[config.mk]
export PLATFORM = sky130hd
export DESIGN_NAME = tnc_token
export DESIGN_NICKNAME = d
export VERILOG_FILES = /design/src/sv/tnc_pkg.sv /design/src/sv/tnc_token.sv
export SDC_FILE = /design/constraint.sdc
export NUM_CORES = 1
export LEC_CHECK = 0
export BUFFER_PORTS_ARGS = -buffer_cell sky130_fd_sc_hd__buf_4
export CORE_MARGIN = 4
export CORE_UTILIZATION = 35
export CTS_BUF_LIST = sky130_fd_sc_hd__clkbuf_8
export DETAILED_ROUTE_END_ITERATION = 7
export SETUP_SLACK_MARGIN = 0.5
export SYNTH_ARGS = -nofsm -noshare
export SYNTH_HDL_FRONTEND = slang
export SYNTH_SLANG_ARGS = --single-unit
[constraint.sdc]
create_clock -name clk -period 4.1 [get_ports clk]
set_input_delay 0.41 -clock clk [delete_from_list [all_inputs] [get_ports clk]]
set_output_delay 0.41 -clock clk [all_outputs]
set_load 0.01 [all_outputs]
[src/sv/tnc_pkg.sv]
// ============================================================================
// tnc_pkg
// Shared types, constants and helpers for the tag nesting checker.
// ============================================================================
`default_nettype none

package tnc_pkg;

    localparam int STACK_DEPTH_DEF = 16;
    localparam int NAME_BYTES_DEF  = 7;

    localparam int CHAR_W  = 8;
    localparam int DEPTH_W = 5;

    localparam logic [CHAR_W-1:0] CHAR_SLASH = 8'h2F;
    localparam logic [CHAR_W-1:0] CHAR_GT    = 8'h3E;
    localparam logic [CHAR_W-1:0] CHAR_NUL   = 8'h00;

    typedef enum logic [2:0] {
        EV_OPEN      = 3'd0,
        EV_CLOSE     = 3'd1,
        EV_MISMATCH  = 3'd2,
        EV_EMPTY     = 3'd3,
        EV_FULL      = 3'd4,
        EV_TOO_LONG  = 3'd5
    } ev_code_t;

    typedef enum logic [2:0] {
        PH_IDLE = 3'b001,
        PH_NAME = 3'b010,
        PH_TAIL = 3'b100
    } phase_t;

    // Token parser report for the current byte
    typedef struct packed {
        logic tag_done;
        logic closing;
        logic too_long;
    } tok_evt_t;

    // Stack command for the current byte
    typedef struct packed {
        logic push;
        logic pop;
    } stk_op_t;

    function automatic logic is_space(input logic [CHAR_W-1:0] c);
        return c inside {8'h20, [8'h09:8'h0D]};
    endfunction

endpackage

`default_nettype wire

[src/sv/tnc_token.sv]
// ============================================================================
// tnc_token
// Token parser: tracks the token phase and builds the tag name byte by byte.
// ============================================================================
`default_nettype none

module tnc_token
    import tnc_pkg::*;
#(
    parameter int NAME_BYTES = NAME_BYTES_DEF
)
(
    input  wire logic                     clk,
    input  wire logic                     rst_n,
    input  wire logic                     step,
    input  wire logic [CHAR_W-1:0]        char_cur,
    output tok_evt_t                      evt,
    output logic     [8*NAME_BYTES-1:0]   name
);

    localparam int NW = 8 * NAME_BYTES;
    localparam int LW = $clog2(NAME_BYTES + 1);

    phase_t          phase_reg, phase_next;
    logic [NW-1:0]   name_reg, name_next;
    logic [LW-1:0]   len_reg, len_next;
    logic            closing_reg, closing_next;

    always_comb
    begin
        phase_next   = phase_reg;
        name_next    = name_reg;
        len_next     = len_reg;
        closing_next = closing_reg;
        evt          = '0;
        evt.closing  = closing_reg;
        if (step)
        begin
            case (phase_reg)
                PH_IDLE:
                begin
                    if (!is_space(char_cur))
                    begin
                        name_next    = '0;
                        len_next     = '0;
                        closing_next = (char_cur == CHAR_SLASH);
                        phase_next   = PH_NAME;
                    end
                end
                PH_NAME:
                begin
                    if (is_space(char_cur))
                    begin
                        name_next    = '0;
                        len_next     = '0;
                        closing_next = 1'b0;
                        phase_next   = PH_IDLE;
                    end
                    else if (char_cur == CHAR_GT)
                    begin
                        evt.tag_done = 1'b1;
                        name_next    = '0;
                        len_next     = '0;
                        closing_next = 1'b0;
                        phase_next   = PH_TAIL;
                    end
                    else if (char_cur == CHAR_SLASH)
                    begin
                        closing_next = 1'b1;
                    end
                    else if (char_cur != CHAR_NUL)
                    begin
                        if (len_reg >= LW'(NAME_BYTES))
                        begin
                            evt.too_long = 1'b1;
                        end
                        else
                        begin
                            // place the byte at the next free slot
                            for (int i = 0; i < NAME_BYTES; i++)
                            begin
                                if (len_reg == LW'(i))
                                begin
                                    name_next[8*i +: 8] = char_cur;
                                end
                            end
                            len_next = len_reg + LW'(1);
                        end
                    end
                end
                PH_TAIL:
                begin
                    if (is_space(char_cur))
                    begin
                        phase_next = PH_IDLE;
                    end
                end
                default:
                begin
                    phase_next = PH_IDLE;
                end
            endcase
        end
    end

    assign name = name_reg;

    always_ff @(posedge clk or negedge rst_n)
    begin
        if (!rst_n)
        begin
            phase_reg   <= PH_IDLE;
            name_reg    <= '0;
            len_reg     <= '0;
            closing_reg <= 1'b0;
        end
        else
        begin
            phase_reg   <= phase_next;
            name_reg    <= name_next;
            len_reg     <= len_next;
            closing_reg <= closing_next;
        end
    end

endmodule

`default_nettype wire

# ---- After elaboration in Yosys (flattened, before gate mapping)
# Cells that the tools add are included.
dict set report word_totals {
  elab_cells 97
  reg_bits 63
  out_inout_bits 59
  inputBits 11
}
dict set report op_classes {
  addsub 1
  n_lt_le_gt_ge 3
  n_eq_ne 26
  n_mux 42
  reduce_logical 15
}
# cell count
set ops {}
lappend ops {{2-to-1 mux 56 bit} 6}
lappend ops {{one-hot mux 56 bit (2 select lines)} 1}
lappend ops {{2-to-1 mux 8 bit} 7}
lappend ops {{AND reduction 7 bit} 7}
lappend ops {{inequality test 4 bit (second input constant)} 11}
lappend ops {{2-to-1 mux 3 bit} 10}
lappend ops {{== test 8 x 6 -> 1 bit (second input constant)} 3}
lappend ops {{2-to-1 mux 1 bit} 15}
lappend ops {{== test 3 bit (second input constant)} 4}
lappend ops {{== test 3 x 2 -> 1 bit (second input constant)} 3}
lappend ops {{one-hot mux 3 bit (3 select lines)} 1}
lappend ops {{>= comparator 8 x 4 -> 1 bit (second input constant)} 1}
lappend ops {{less-or-equal comparator 8 x 4 -> 1 bit (second input constant)} 1}
lappend ops {{AND reduction 4 bit} 2}
lappend ops {{nonzero test 8 bit} 1}
lappend ops {{== test 3 x 1 -> 1 bit (second input constant)} 2}
lappend ops {{one-hot mux 3 bit (2 select lines)} 1}
lappend ops {{AND reduction 6 bit} 1}
lappend ops {{inequality test 2 bit (second input constant)} 2}
lappend ops {{nonzero test 2 bit} 2}
lappend ops {{adder 3 x 1 -> 3 bit (second input constant)} 1}
lappend ops {{>= comparator 3 bit (second input constant)} 1}
lappend ops {{zero test 3 bit} 1}
lappend ops {{inequality test 3 bit (second input constant)} 1}
lappend ops {{2 further kinds} 2}

# ---- Longest topological paths before layout
dict set report logic_depth {
  depth_word 8
  mapped_depth 8
  depth_no_buf 7
}

# ---- Worst setup path before layout
# No wires, ideal clock.
dict set report synth_path {
  path_type {register -> output}
  start {register phase_reg[0]}
  end {output port evt[0] (netlist bit)}
  path_stages_with_launch 7
  required_time_ns 3.690
  arrival_ns 1.827
  setup_slack_ns 1.863
  n_path_buf 2
  path_cell_list {dfstp_2 -> clkbuf_1 -> nor3b_1 -> o31a_1 -> nand3_2 -> buf_6 -> nor4b_1}
}
# element line_no
set synth_lines {}
lappend synth_lines {{start, declared} tnc_token.sv:24} ;# phase_t phase_reg, phase_next;
lappend synth_lines {{start signal, assigned} tnc_token.sv:119} ;# phase_reg <= phase_next;
lappend synth_lines {{end, declared} tnc_token.sv:17} ;# output tok_evt_t evt,

==> run metrics <==
CTS max path bufs 2; Post-CTS Resized 0; synth unique cells 47; CTS Root Cell clkbuf_8; CTS tree yes; sequential power share 37.8%; NumNets Final 332; worst r2r src phase_reg[1]$_DFFE_PN0P_; setup repair bufs after CTS 0; Clock power frac 24.8%; Initial DRC Count 182; TritonRoute pass-1 iters 4; TNS Setup 0 ps; drt total wl 8150 µm; Syn Inst Count 253; CTS buffer count 9; Max Slew Vio Count 0; status finished, final reports clean; core area 0.00834 mm²; Pint 1360 µW; Worst-Margin Slew 938 ps; layout cell share with drive strength beyond 1 33.2%; Synth async-reset ratio 100%; first-pass GRT wire length 13,100 µm; most frequent cells in the layout 70 x buf_4, 62 x dfrtp_1, 32 x a22o_1; CP arrival 2650 ps; I/O Pins 70; routed vias/inst 5.65; final hold violations 0; antenna violations before repair 0; crit path max fanout 11; CP startpoint kind flip-flop; sequential fraction of the synthesis area 51.7%; critical path startpoint phase_reg[1]$_DFFE_PN0P_; Crit. End Element output port; FF-to-FF End name[32]$_DFFE_PN0P_; WP data required 3690 ps; Post-synth EDFFs 0; Pwr Density 570 mW/mm²; detailed-placement wirelength estimate 5750 µm; top_reg_cell synth dfrtp_1; Ant. Diodes 0; Worst VDD drop 0.223 mV; pin count of the biggest net entering global routing 64; #FFs+latches synth 63; max FFs per register 56; buffers added on ports 69; Die Height 101 µm; Site Rows 33; area grow syn2layout 24.1%; CP Capture Point evt[0]; Final Util 45.4%; clk slew on worst S/H paths 60 ps; Net Count, Synth 270; Yosys Warn Count 0; Initial Util 36.6%; Final Cycle Share 74.5%; vias in the first global route 2,383; CTS H-tree depth 3; Pleak 0.00176 µW; Net Switching 794 µW; RePlAce Congestion 0.887; final number of setup-violating endpoints 0; sequential cell area 0.00158 mm²; syn avg cell area 12.1 µm²; fin crit period 3060 ps; Tot Pwr 2160 µW; clk_lat worst skew 330 ps; Cell Area, Synth 0.00305 mm²; Comb pwr share 37.4%; Max Clk Rate 0.327 GHz; RSZ-0062 raised after global routing no; HP Class in2async; Die Width 101 µm; CP Class reg2out; switch share 36.8%; ANT nets after route 0; area of the multi-input gates 0.00133 mm²; Max Cap Viol 0; # clock sinks 63; Max transition margin 37.0%; GRT Util Overall 16.6%; FF-to-FF setup slack 1540 ps; Via Count 2,396; commonest non-fill, non-tap cell in the layout buf_4; grt total ovfl 0; Filler cells 787; hold_buf cts 0; worst r2r path cells 5; die footprint 0.0103 mm²; Worst Clk Skew 5.79 ps; DRC 0; drt wl/cell 19.2 µm
==> per-layer routing <==
metal / track usage [%] / wire length [µm]
met5: 0 / 0
met4: 5.32 / 66
met3: 4.20 / 344
met2: 24.4 / 3880
met1: 24.0 / 3860
==> Yosys cell counts (2+ instances only) <==
cell	number	share of area, %
dfrtp_1	62	51
a22o_1	32	9.2
a32o_1	16	5.3
nand2_1	14	1.7
o2bb2ai_1	13	3.7
nor3_1	10	1.6
buf_2	8	1.3
nor2_1	7	0.86
o21ai_1	7	1.1
ha_1	6	2.5
inv_1	6	0.74
nand3_1	6	0.98
o211ai_4	6	4.2
and3_1	5	1.0
clkbuf_1	5	0.62
and2_4	4	1.1
buf_6	4	1.5
nand4_1	3	0.62
a21oi_1	2	0.33
a31oi_1	2	0.41
and2_1	2	0.41
and3_4	2	0.74
and4_1	2	0.57
buf_4	2	0.49
nand2b_1	2	0.41
nor3_2	2	0.66
o211ai_1	2	0.49
or3_1	2	0.41
==> worst max-delay path, cell delays in order, from the launching register on <==
cell	delay (ps)
dfrtp_1	480
nor3b_1	440
o31a_1	260
nand3_2	370
nor4b_1	560
buf_4	210
==> how the worst min path moves through the flow <==
stage / start / endpoint / slack (ps) / cells after the start
finish: rst_n / name[50]$_DFFE_PN0P_ / 170 / 1
floorplan: rst_n / closing_reg$_DFFE_PN0P_ / 110 / 0
CTS: rst_n / name[52]$_DFFE_PN0P_ / 190 / 1
global placement: name[49]$_DFFE_PN0P_ / name[49]$_DFFE_PN0P_ / 480 / 1
detailed placement: name[53]$_DFFE_PN0P_ / name[53]$_DFFE_PN0P_ / 480 / 1
global route: rst_n / name[52]$_DFFE_PN0P_ / 220 / 1
==> cells by family (layout without fill, tap and decap cells) <==
kind of cell	Yosys count	in the layout	share of synthesized area, %
and+or+nand+nor	72	72	14.6
xor gates and xnor gates	2	2	0.575
buffers and inverters	25	91	4.64
AOI/OAI and AO/OA	85	85	26.0
DFF	63	63	51.7
adders and majority gates	6	6	2.46
==> layout make-up <==
class / count / area share [%]
clock inverters: 4 / 1.19
inverters: 6 / 0.595
flip-flops and latches: 63 / 41.7
clock buffers: 11 / 4.00
multi-input cells: 165 / 35.2
repair buffers: 70 / 13.9
well taps: 105 / 3.47
==> through the flow <==
stage	worst slack, ps	cell area, µm²	std cells	hold slack [ps]
2_1_floorplan	1860	3050	253	114
3_3_place_gp	1420	3590	409	481
3_5_place_dp	1350	3590	409	484
4_1_cts	1030	3780	424	185
5_1_grt	873	3780	424	223
6_report	1040	3780	424	166
==> power groups by stage <==
stage	Clock [µW]	Combinational (µW)	Sequential, µW
after global placement	0	808	825
final	535	808	815
after global routing	578	888	827
after detailed placement	0	814	823
after floorplan	0	545	832
after CTS	550	818	815
(Power assumes the default switching activity.)
